**src/rtl/pcs_pkg.sv**
```systemverilog
// Shared types and constants for the priority CPU/IO tick scheduler.
// Used by pcs_cell and priority_cpu_io_tick_scheduler; no dependencies.
package pcs_pkg;

  localparam int Slots    = 16;
  localparam int SlotW    = $clog2(Slots);
  localparam int CountW   = SlotW + 1;
  localparam int TimeW    = 12;
  localparam int LeftW    = TimeW + 2;
  localparam int PrioW    = 3;
  localparam int CycleW   = 16;

  typedef enum logic [2:0] {
    KIND_LOADED    = 3'd0,
    KIND_FULL      = 3'd1,
    KIND_IDLE      = 3'd2,
    KIND_RAN       = 3'd3,
    KIND_COMPLETED = 3'd4
  } kind_t;

  typedef enum logic {
    OP_LOAD = 1'b0,
    OP_TICK = 1'b1
  } op_t;

  typedef enum logic {
    REG_CPU_QUANTUM = 1'b0,
    REG_IO_QUANTUM  = 1'b1
  } reg_idx_t;

  typedef enum logic [2:0] {
    S_IDLE,
    S_ADMIT,
    S_IO,
    S_CPU,
    S_INS
  } state_t;

  typedef struct packed {
    logic             valid;
    logic [PrioW-1:0] prio;
    logic [SlotW-1:0] slot;
  } entry_t;

  typedef struct packed {
    logic             ins;
    logic             pop;
    logic [PrioW-1:0] prio;
    logic [SlotW-1:0] slot;
  } cell_ctl_t;

endpackage

```
**src/rtl/pcs_cell.sv**
```systemverilog
// One cell of the sorted ready queue: holds one entry, shifts on insert/pop.
// Depends on pcs_pkg.
module pcs_cell
  import pcs_pkg::*;
(
  input  logic      clk,
  input  logic      rst,
  input  cell_ctl_t ctl,
  input  entry_t    prev,
  input  logic      prev_keep,
  input  entry_t    next,
  output entry_t    cur,
  output logic      keep
);

  entry_t cur_next;

  assign keep = cur.valid && (cur.prio <= ctl.prio);

  always_comb begin
    cur_next = cur;
    if (ctl.pop) begin
      cur_next = next;
    end else if (ctl.ins) begin
      if (keep) begin
        cur_next = cur;
      end else if (prev_keep) begin
        cur_next = '{valid: 1'b1, prio: ctl.prio, slot: ctl.slot};
      end else begin
        cur_next = prev;
      end
    end
  end

  always_ff @(posedge clk) begin
    if (rst) begin
      cur.valid <= 1'b0;
    end else begin
      cur.valid <= cur_next.valid;
    end
    cur.prio <= cur_next.prio;
    cur.slot <= cur_next.slot;
  end

  a_contig: assert property (@(posedge clk) disable iff (rst) cur.valid |-> prev.valid)
    else $error("ready queue has a gap");
  a_sorted: assert property (@(posedge clk) disable iff (rst)
    cur.valid |-> prev.prio <= cur.prio)
    else $error("ready queue out of order");
  a_oneop: assert property (@(posedge clk) disable iff (rst) !(ctl.ins && ctl.pop))
    else $error("insert and pop together");

endmodule

```
**src/rtl/priority_cpu_io_tick_scheduler.sv**
```systemverilog
// Top level of the priority CPU/IO tick scheduler: process table, IO FIFO,
// sequencer and a chain of pcs_cell ready-queue cells. Depends on pcs_pkg.
//
//  channel | handshake            | fields
//  item in | start, busy          | op, proc_id, prio_level, arrival_cycle, io_time, cpu_time
//  result  | done                 | kind, out_id, exit_cycle
//  config  | cfg_valid, cfg_ready | cfg_index, cfg_data
//
// A load's result appears the next cycle.
// A tick steps through admission of the processes that have arrived, an IO
// step, a CPU step, and an insert step when the run process goes back to the
// ready queue. Its result is registered from the CPU step.
// The ready-queue insert through the cell chain sets one admission per cycle.
// Reset clears counters and queue valid bits; no clearing pass.
// Results are strobed on done for one cycle; the receiver cannot stall.
module priority_cpu_io_tick_scheduler
  import pcs_pkg::*;
(
  input  logic              clk,
  input  logic              rst,
  input  logic              start,
  output logic              busy,
  input  logic              op,
  input  logic [7:0]        proc_id,
  input  logic [PrioW-1:0]  prio_level,
  input  logic [CycleW-1:0] arrival_cycle,
  input  logic [TimeW-1:0]  io_time,
  input  logic [TimeW-1:0]  cpu_time,
  output logic              done,
  output logic [2:0]        kind,
  output logic [7:0]        out_id,
  output logic [CycleW-1:0] exit_cycle,
  input  logic              cfg_valid,
  output logic              cfg_ready,
  input  logic              cfg_index,
  input  logic [7:0]        cfg_data
);

  state_t state, state_next;

  logic [7:0]              tbl_id   [Slots];
  logic [PrioW-1:0]        tbl_prio [Slots];
  logic [CycleW-1:0]       tbl_arr  [Slots];
  logic signed [LeftW-1:0] tbl_io   [Slots];
  logic signed [LeftW-1:0] tbl_cpu  [Slots];
  logic                    tbl_fin  [Slots];

  logic [SlotW-1:0]  io_fifo [Slots];
  logic [SlotW-1:0]  io_head;
  logic [CountW-1:0] io_count;
  logic [CountW-1:0] loaded_count;
  logic [CountW-1:0] admitted_count;
  logic [CycleW-1:0] tick_count;
  logic [7:0]        cpu_quantum;
  logic [7:0]        io_quantum;
  logic [PrioW-1:0]  pend_prio;
  logic [SlotW-1:0]  pend_slot;

  entry_t    cells [Slots];
  logic      keeps [Slots];
  cell_ctl_t ctl;

  logic                    accept;
  logic [SlotW-1:0]        rd_slot;
  logic signed [LeftW-1:0] rd_io, rd_cpu, io_sub, cpu_sub;
  logic                    can_admit, io_done, complete, cpu_requeue, cpu_to_io;
  logic [SlotW-1:0]        tail;

  assign cfg_ready = 1'b1;
  assign accept    = start && !busy;
  assign busy      = (state != S_IDLE);
  assign tail      = io_head + io_count[SlotW-1:0];

  always_comb begin
    unique case (state)
      S_ADMIT: rd_slot = admitted_count[SlotW-1:0];
      S_IO:    rd_slot = io_fifo[io_head];
      default: rd_slot = cells[0].slot;
    endcase
  end

  assign rd_io   = tbl_io[rd_slot];
  assign rd_cpu  = tbl_cpu[rd_slot];
  assign io_sub  = rd_io - $signed({{(LeftW-8){1'b0}}, io_quantum});
  assign cpu_sub = rd_cpu - $signed({{(LeftW-8){1'b0}}, cpu_quantum});

  assign can_admit   = (admitted_count < loaded_count) && (tbl_arr[rd_slot] <= tick_count);
  assign io_done     = (io_sub <= 0);
  assign complete    = (rd_cpu == 1) && (rd_io <= 0) && tbl_fin[rd_slot];
  assign cpu_to_io   = !complete && (rd_io > 0);
  assign cpu_requeue = !complete && !cpu_to_io;

  always_ff @(posedge clk) begin
    if (rst) begin
      state <= S_IDLE;
    end else begin
      state <= state_next;
    end
  end

  always_comb begin
    state_next = state;
    ctl        = '{ins: 1'b0, pop: 1'b0, prio: tbl_prio[rd_slot], slot: rd_slot};
    unique case (state)
      S_IDLE: begin
        if (accept && op == OP_TICK) state_next = S_ADMIT;
      end
      S_ADMIT: begin
        if (can_admit) begin
          ctl.ins = 1'b1;
        end else begin
          state_next = S_IO;
        end
      end
      S_IO: begin
        ctl.ins    = (io_count != 0) && io_done;
        state_next = S_CPU;
      end
      S_CPU: begin
        ctl.pop    = cells[0].valid;
        state_next = (cells[0].valid && cpu_requeue) ? S_INS : S_IDLE;
      end
      S_INS: begin
        ctl.ins    = 1'b1;
        ctl.prio   = pend_prio;
        ctl.slot   = pend_slot;
        state_next = S_IDLE;
      end
      default: state_next = S_IDLE;
    endcase
  end

  for (genvar i = 0; i < Slots; i++) begin : g_cell
    entry_t prev_e, next_e;
    logic   prev_k;
    if (i == 0) begin : g_first
      assign prev_e = '{valid: 1'b1, prio: '0, slot: '0};
      assign prev_k = 1'b1;
    end else begin : g_mid
      assign prev_e = cells[i-1];
      assign prev_k = keeps[i-1];
    end
    if (i == Slots - 1) begin : g_last
      assign next_e = '0;
    end else begin : g_nxt
      assign next_e = cells[i+1];
    end
    pcs_cell u_cell (
      .clk       (clk),
      .rst       (rst),
      .ctl       (ctl),
      .prev      (prev_e),
      .prev_keep (prev_k),
      .next      (next_e),
      .cur       (cells[i]),
      .keep      (keeps[i])
    );
  end

  always_ff @(posedge clk) begin
    if (rst) begin
      loaded_count   <= '0;
      admitted_count <= '0;
      io_head        <= '0;
      io_count       <= '0;
      tick_count     <= '0;
      cpu_quantum    <= 8'd3;
      io_quantum     <= 8'd6;
      done           <= 1'b0;
    end else begin
      done <= (state == S_CPU) || (state == S_IDLE && accept && op == OP_LOAD);
      if (cfg_valid && cfg_ready) begin
        if (cfg_index == REG_CPU_QUANTUM) cpu_quantum <= cfg_data;
        else                              io_quantum  <= cfg_data;
      end
      unique case (state)
        S_IDLE: begin
          if (accept && op == OP_LOAD) begin
            out_id     <= '0;
            exit_cycle <= '0;
            if (loaded_count == CountW'(Slots)) begin
              kind <= KIND_FULL;
            end else begin
              kind                                 <= KIND_LOADED;
              tbl_id[loaded_count[SlotW-1:0]]   <= proc_id;
              tbl_prio[loaded_count[SlotW-1:0]] <= prio_level;
              tbl_arr[loaded_count[SlotW-1:0]]  <= arrival_cycle;
              tbl_io[loaded_count[SlotW-1:0]]   <= $signed({2'b00, io_time});
              tbl_cpu[loaded_count[SlotW-1:0]]  <= $signed({2'b00, cpu_time});
              tbl_fin[loaded_count[SlotW-1:0]]  <= (cpu_time == '0);
              loaded_count                         <= loaded_count + 1'b1;
            end
          end
        end
        S_ADMIT: begin
          if (can_admit) admitted_count <= admitted_count + 1'b1;
        end
        S_IO: begin
          if (io_count != 0) begin
            io_head         <= io_head + 1'b1;
            tbl_io[rd_slot] <= io_sub;
            if (io_done) begin
              io_count <= io_count - 1'b1;
              if (rd_cpu <= 0) tbl_cpu[rd_slot] <= LeftW'(1);
            end else begin
              io_fifo[tail] <= rd_slot;
            end
          end
        end
        S_CPU: begin
          out_id     <= cells[0].valid ? tbl_id[rd_slot] : 8'd0;
          exit_cycle <= (cells[0].valid && complete) ?
                        ((tick_count == '1) ? tick_count : tick_count + 1'b1) : '0;
          if (tick_count != '1) tick_count <= tick_count + 1'b1;
          if (!cells[0].valid) begin
            kind <= KIND_IDLE;
          end else if (complete) begin
            kind <= KIND_COMPLETED;
          end else begin
            kind      <= KIND_RAN;
            pend_prio <= tbl_prio[rd_slot];
            pend_slot <= rd_slot;
            if (cpu_sub <= 0 && rd_io <= 0) begin
              tbl_cpu[rd_slot] <= LeftW'(1);
              tbl_fin[rd_slot] <= 1'b1;
            end else begin
              tbl_cpu[rd_slot] <= cpu_sub;
            end
            if (cpu_to_io) begin
              io_fifo[tail] <= rd_slot;
              io_count      <= io_count + 1'b1;
            end
          end
        end
        default: ;
      endcase
    end
  end

  a_tick_busy: assert property (@(posedge clk) disable iff (rst)
    accept && op == OP_TICK |=> busy)
    else $error("tick did not start");
  a_io_bound: assert property (@(posedge clk) disable iff (rst)
    io_count <= CountW'(Slots))
    else $error("io fifo overflow");
  a_admit_bound: assert property (@(posedge clk) disable iff (rst)
    admitted_count <= loaded_count)
    else $error("admitted beyond loaded");

endmodule

```
**config.mk**
```make
export PLATFORM = sky130hd
export DESIGN_NAME = priority_cpu_io_tick_scheduler
export DESIGN_NICKNAME = d
export VERILOG_FILES = /design/src/rtl/pcs_pkg.sv /design/src/rtl/pcs_cell.sv /design/src/rtl/priority_cpu_io_tick_scheduler.sv
export SDC_FILE = /design/constraint.sdc
export NUM_CORES = 2
export LEC_CHECK = 0
export ABC_AREA = 1
export BUFFER_PORTS_ARGS = -buffer_cell sky130_fd_sc_hd__buf_2
export CORE_MARGIN = 2
export CORE_UTILIZATION = 63
export DETAILED_ROUTE_END_ITERATION = 12
export PLACE_DENSITY = 0.8
export RECOVER_POWER = 25
export SLEW_MARGIN = 40
export SYNTH_ARGS = -nofsm -noshare
export SYNTH_HDL_FRONTEND = slang
export SYNTH_SLANG_ARGS = --single-unit
```
**constraint.sdc**
```tcl
create_clock -name clk -period 6.5 [get_ports clk]
set_clock_uncertainty 0.2 [all_clocks]
set_input_delay 0.975 -clock clk [delete_from_list [all_inputs] [get_ports clk]]
set_output_delay 0.975 -clock clk [all_outputs]
set_load 0.01 [all_outputs]
```
==> impl_metrics.json <==
{
  "htree_levels": 3,
  "critical_path.startpoint_type": "flop",
  "fmax_ghz": 0.1627,
  "syn-instance-count": 4914,
  "vias": 38210,
  "mappedNetlistArea_sq_mm": 0.05307,
  "p_int_mw": 12.62,
  "timing_max_transition_violations_final": 52,
  "post_layout_nonfiller_instances": 6165,
  "gpl.final_weighted_congestion": 0.9131,
  "synth_enable_flop_cells": 1099,
  "max_slew.worst_pin.slew_ps": 2570,
  "drive_gt1_share_pct": 9.091,
  "grt_overflow": 0,
  "reg_to_reg_slack_setup_ps": 350,
  "reg2reg_depth": 33,
  "hold_end": "io_quantum[6]",
  "critPathBufInv": 7,
  "cp_max_fo": 31,
  "hold_crit_path_type": "reg2reg",
  "place.port_buffers": 93,
  "number_of_sinks_driven_by_the_clock_tree": 1181,
  "switchingPower_mw": 4.091,
  "route.antenna.remaining_nets": 0,
  "synth_top_area_share_pct": 62.18,
  "avgViaCountPerCell": 6.198,
  "seqPwrFrac_pct": 50.3,
  "routed_wire_length_per_instance_um": 21.99,
  "antenna_found_initial": 7,
  "synthesis.nets": 5080,
  "cts_buffers": 114,
  "period_minus_slack_ps": 6147,
  "hold_slack_ps": 270.4,
  "critPathCaptureType": "flop",
  "ir_worst_vdd_mv": 0.3112,
  "worst_hold_path.num_cells": 2,
  "arrival_ps": 6390,
  "flops_latches_synth": 1181,
  "failed_checks": "max-capacitance violations, max-slew violations",
  "fin_crit_sh_pct": 94.58,
  "drt-initial-drc-count": 5344,
  "crit_path_max_incr_delay_ps": 430,
  "die_w_um": 294.2,
  "min_from": "io_quantum[6]",
  "dpl.hpwl_um": 79410,
  "pwr_density_cell_mw_per_mm2": 284.7,
  "async_flop_share_pct": 0,
  "timing.setup.tns_ps": 0,
  "status": "finished with violations",
  "grt_start_max_net_pins": 193,
  "relSlewSlack_pct": -71.31,
  "sequential_element_share_of_the_synthesized_area_pct": 65.28,
  "fp.coreArea_sq_mm": 0.08356,
  "tritoncts": "yes",
  "placedCellCount": 5943,
  "worst_path_clk_slew_ps": 60,
  "initial_utilization_pct": 63.52,
  "clkPwrFrac_pct": 39.5,
  "globalRouteTotalUtil_pct": 30.96,
  "total_wire_length_after_detailed_routing_um": 135600,
  "switch_share_pct": 24.48,
  "rsz0062_at_grt": "true",
  "design.final.nets": 5149,
  "report.final.hold_viol_count": 0,
  "ys_top_cells_by_count": "sky130_fd_sc_hd__edfxtp_1 (1099), sky130_fd_sc_hd__nand2_1 (1019), sky130_fd_sc_hd__nand3_1 (612), sky130_fd_sc_hd__o21ai_0 (440), sky130_fd_sc_hd__inv_1 (362)",
  "critPathSlowestCell": "sky130_fd_sc_hd__fa_1",
  "ioPinCount": 95,
  "cap_violations": 1,
  "avgSynthCellArea_sq_um": 10.80,
  "r2r_end": "tbl_cpu[6][0]",
  "type_of_the_worst_setup_path": "reg2reg",
  "yosys-top-cells-area": "sky130_fd_sc_hd__edfxtp_1 (62%), sky130_fd_sc_hd__nand2_1 (7.2%), sky130_fd_sc_hd__nand3_1 (5.8%), sky130_fd_sc_hd__o21ai_0 (4.1%), sky130_fd_sc_hd__dfxtp_1 (3.1%)",
  "syn2layout_area_growth_pct": 10.60,
  "power.static_leakage_nw": 21.52,
  "cts_buffer_depth": 3,
  "yosysTopAreaCell": "sky130_fd_sc_hd__edfxtp_1",
  "final-setup-viol-count": 0,
  "grt_pass1_vias": 36330,
  "critical-path-top-delay-family": "simple AND/OR/NAND/NOR gates",
  "distinct_cells_synth": 54,
  "die_h_um": 294.2,
  "crit_top_cell": "sky130_fd_sc_hd__nand2_1",
  "root_buffer": "sky130_fd_sc_hd__clkbuf_16",
  "dr.pass1.iters": 9,
  "clock_latency_reported_for_the_late_side_of_the_worst_skew_pair_ps": 720,
  "drcViolationCount": 0,
  "placementRows": 106,
  "yosys_warnings": 0,
  "cp.required_ps": 6740,
  "synthMostInstantiatedCell": "sky130_fd_sc_hd__edfxtp_1",
  "grt_first_pass_wirelength_um": 205800,
  "comb_power_share_pct": 10.3,
  "fp.dieArea_sq_mm": 0.08658,
  "synth-main-ff-cell": "sky130_fd_sc_hd__edfxtp_1"
}
[power by group through the flow]
stage / Combinational, mW / Sequential [mW] / Clock (mW)
floorplan: 1.15 / 8.55 / 0
global placement: 1.59 / 8.56 / 0
detailed placement: 1.64 / 8.56 / 0
CTS: 1.66 / 8.40 / 6.63
global route: 1.88 / 8.40 / 6.93
finish: 1.71 / 8.40 / 6.60
[stage by stage]
stage | setup WS [ps] | utilization, % | cell area, sq um | total power, mW
floorplan | 1006 | - | 53070 | 9.705
global placement | 448.6 | 65.50 | 54730 | 10.15
detailed placement | 368.6 | 65.58 | 54800 | 10.20
CTS | 340.3 | 70.05 | 58530 | 16.70
global route | -16.08 | 70.25 | 58690 | 17.21
finish | 352.6 | 70.25 | 58700 | 16.71
[routing by layer]
layer | global-route usage [%] | wire length [um] | up-vias
met2 | 49.80 | 63750 | 2333
met4 | 11.86 | 5175 | 10
li1 | - | - | 17440
met5 | 0 | 69 | -
met3 | 6.035 | 15270 | 397
met1 | 42.08 | 51300 | 18030
[how the worst max path moves through the flow]
| stage | end | cells after the start | slack, ps |
|---|---|---|---|
| 2_1_floorplan | tbl_cpu[0][0] | 44 | 1010 |
| 5_1_grt | tbl_cpu[3][7] | 41 | -20 |
| 3_3_place_gp | tbl_cpu[3][11] | 38 | 450 |
| 3_5_place_dp | tbl_cpu[3][12] | 38 | 370 |
| 4_1_cts | tbl_cpu[3][7] | 38 | 340 |
| 6_report | tbl_cpu[6][0] | 33 | 350 |
[cell usage in the layout, fill, tap and decap left out, types with 9 or more instances in the layout]
master,netlist,routed
sky130_fd_sc_hd__o211ai_1,91,91
sky130_fd_sc_hd__buf_2,57,66
sky130_fd_sc_hd__inv_1,362,358
sky130_fd_sc_hd__nand2_1,1019,1018
sky130_fd_sc_hd__clkbuf_1,124,60
sky130_fd_sc_hd__xor2_1,25,25
sky130_fd_sc_hd__inv_2,11,10
sky130_fd_sc_hd__clkinv_2,0,19
sky130_fd_sc_hd__o221ai_1,25,25
sky130_fd_sc_hd__dfxtp_1,82,82
sky130_fd_sc_hd__nand4_1,17,17
sky130_fd_sc_hd__clkbuf_16,0,116
sky130_fd_sc_hd__ha_1,97,97
sky130_fd_sc_hd__nor2_1,354,328
sky130_fd_sc_hd__bufinv_16,0,10
sky130_fd_sc_hd__a21oi_1,189,181
sky130_fd_sc_hd__buf_12,0,11
sky130_fd_sc_hd__clkinv_1,3,23
sky130_fd_sc_hd__o21ai_1,21,19
sky130_fd_sc_hd__o21ai_0,440,440
sky130_fd_sc_hd__a32o_1,31,31
sky130_fd_sc_hd__o22ai_1,31,31
sky130_fd_sc_hd__nand3b_1,38,38
sky130_fd_sc_hd__edfxtp_1,1099,1099
sky130_fd_sc_hd__buf_4,42,108
sky130_fd_sc_hd__nand2_2,15,14
sky130_fd_sc_hd__nor3_1,14,13
sky130_fd_sc_hd__nor2_2,1,9
sky130_fd_sc_hd__nand3_2,8,9
sky130_fd_sc_hd__nor2_4,2,20
sky130_fd_sc_hd__nand3_1,612,611
[timing repair]
action | 4_1_cts | 5_1_grt
setup buffers | 0 | 0
setup endpoints to repair | 0 | 418
resized for setup | 0 | 25
hold buffers | 0 | 0
[worst min-delay path, cell delays in order, from the launching register on]
cell	delay, ps
sky130_fd_sc_hd__dfxtp_1	300
sky130_fd_sc_hd__inv_1	70
sky130_fd_sc_hd__a21oi_1	60
[area by class of cell]
type	count	area [sq um]
tap	1080	1351
clock buffer	154	3083
antenna	3	7.507
clock inverter	61	653.1
multi-input combinational	3084	15790
sequential	1181	34640
inverter	377	1445
fill	5631	24860
timing repair buffer	225	1727
[cell families (layout without fill, tap and decap cells)]
group | count (synthesis) | count (layout) | synth area share, %
XOR/XNOR | 33 | 33 | 0.5446
buffers and inverters | 650 | 817 | 5.514
AO/OA/AOI/OAI | 843 | 843 | 9.060
AND/OR/NAND/NOR | 2105 | 2106 | 17.16
other | 1 | 4 | 0.007066
flip-flops | 1181 | 1181 | 65.28
adder cells (fa/ha/maj) | 101 | 101 | 2.438
[sequential cells by signal, indices dropped and copies added, names as in the netlist, 4 cells and up, named ones only]
signal	flops
tbl_id	128
pend_slot	4
io_count	5
exit_cycle	16
io_head	4
out_id	8
io_fifo	64
tbl_prio	48
tbl_fin	16
tbl_io	224
loaded_count	5
tick_count	16
io_quantum	8
tbl_cpu	224
g_cell.u_cell.cur	128
tbl_arr	256
cpu_quantum	8
admitted_count	5
Note: power is estimated with default switching activity, not from simulation.
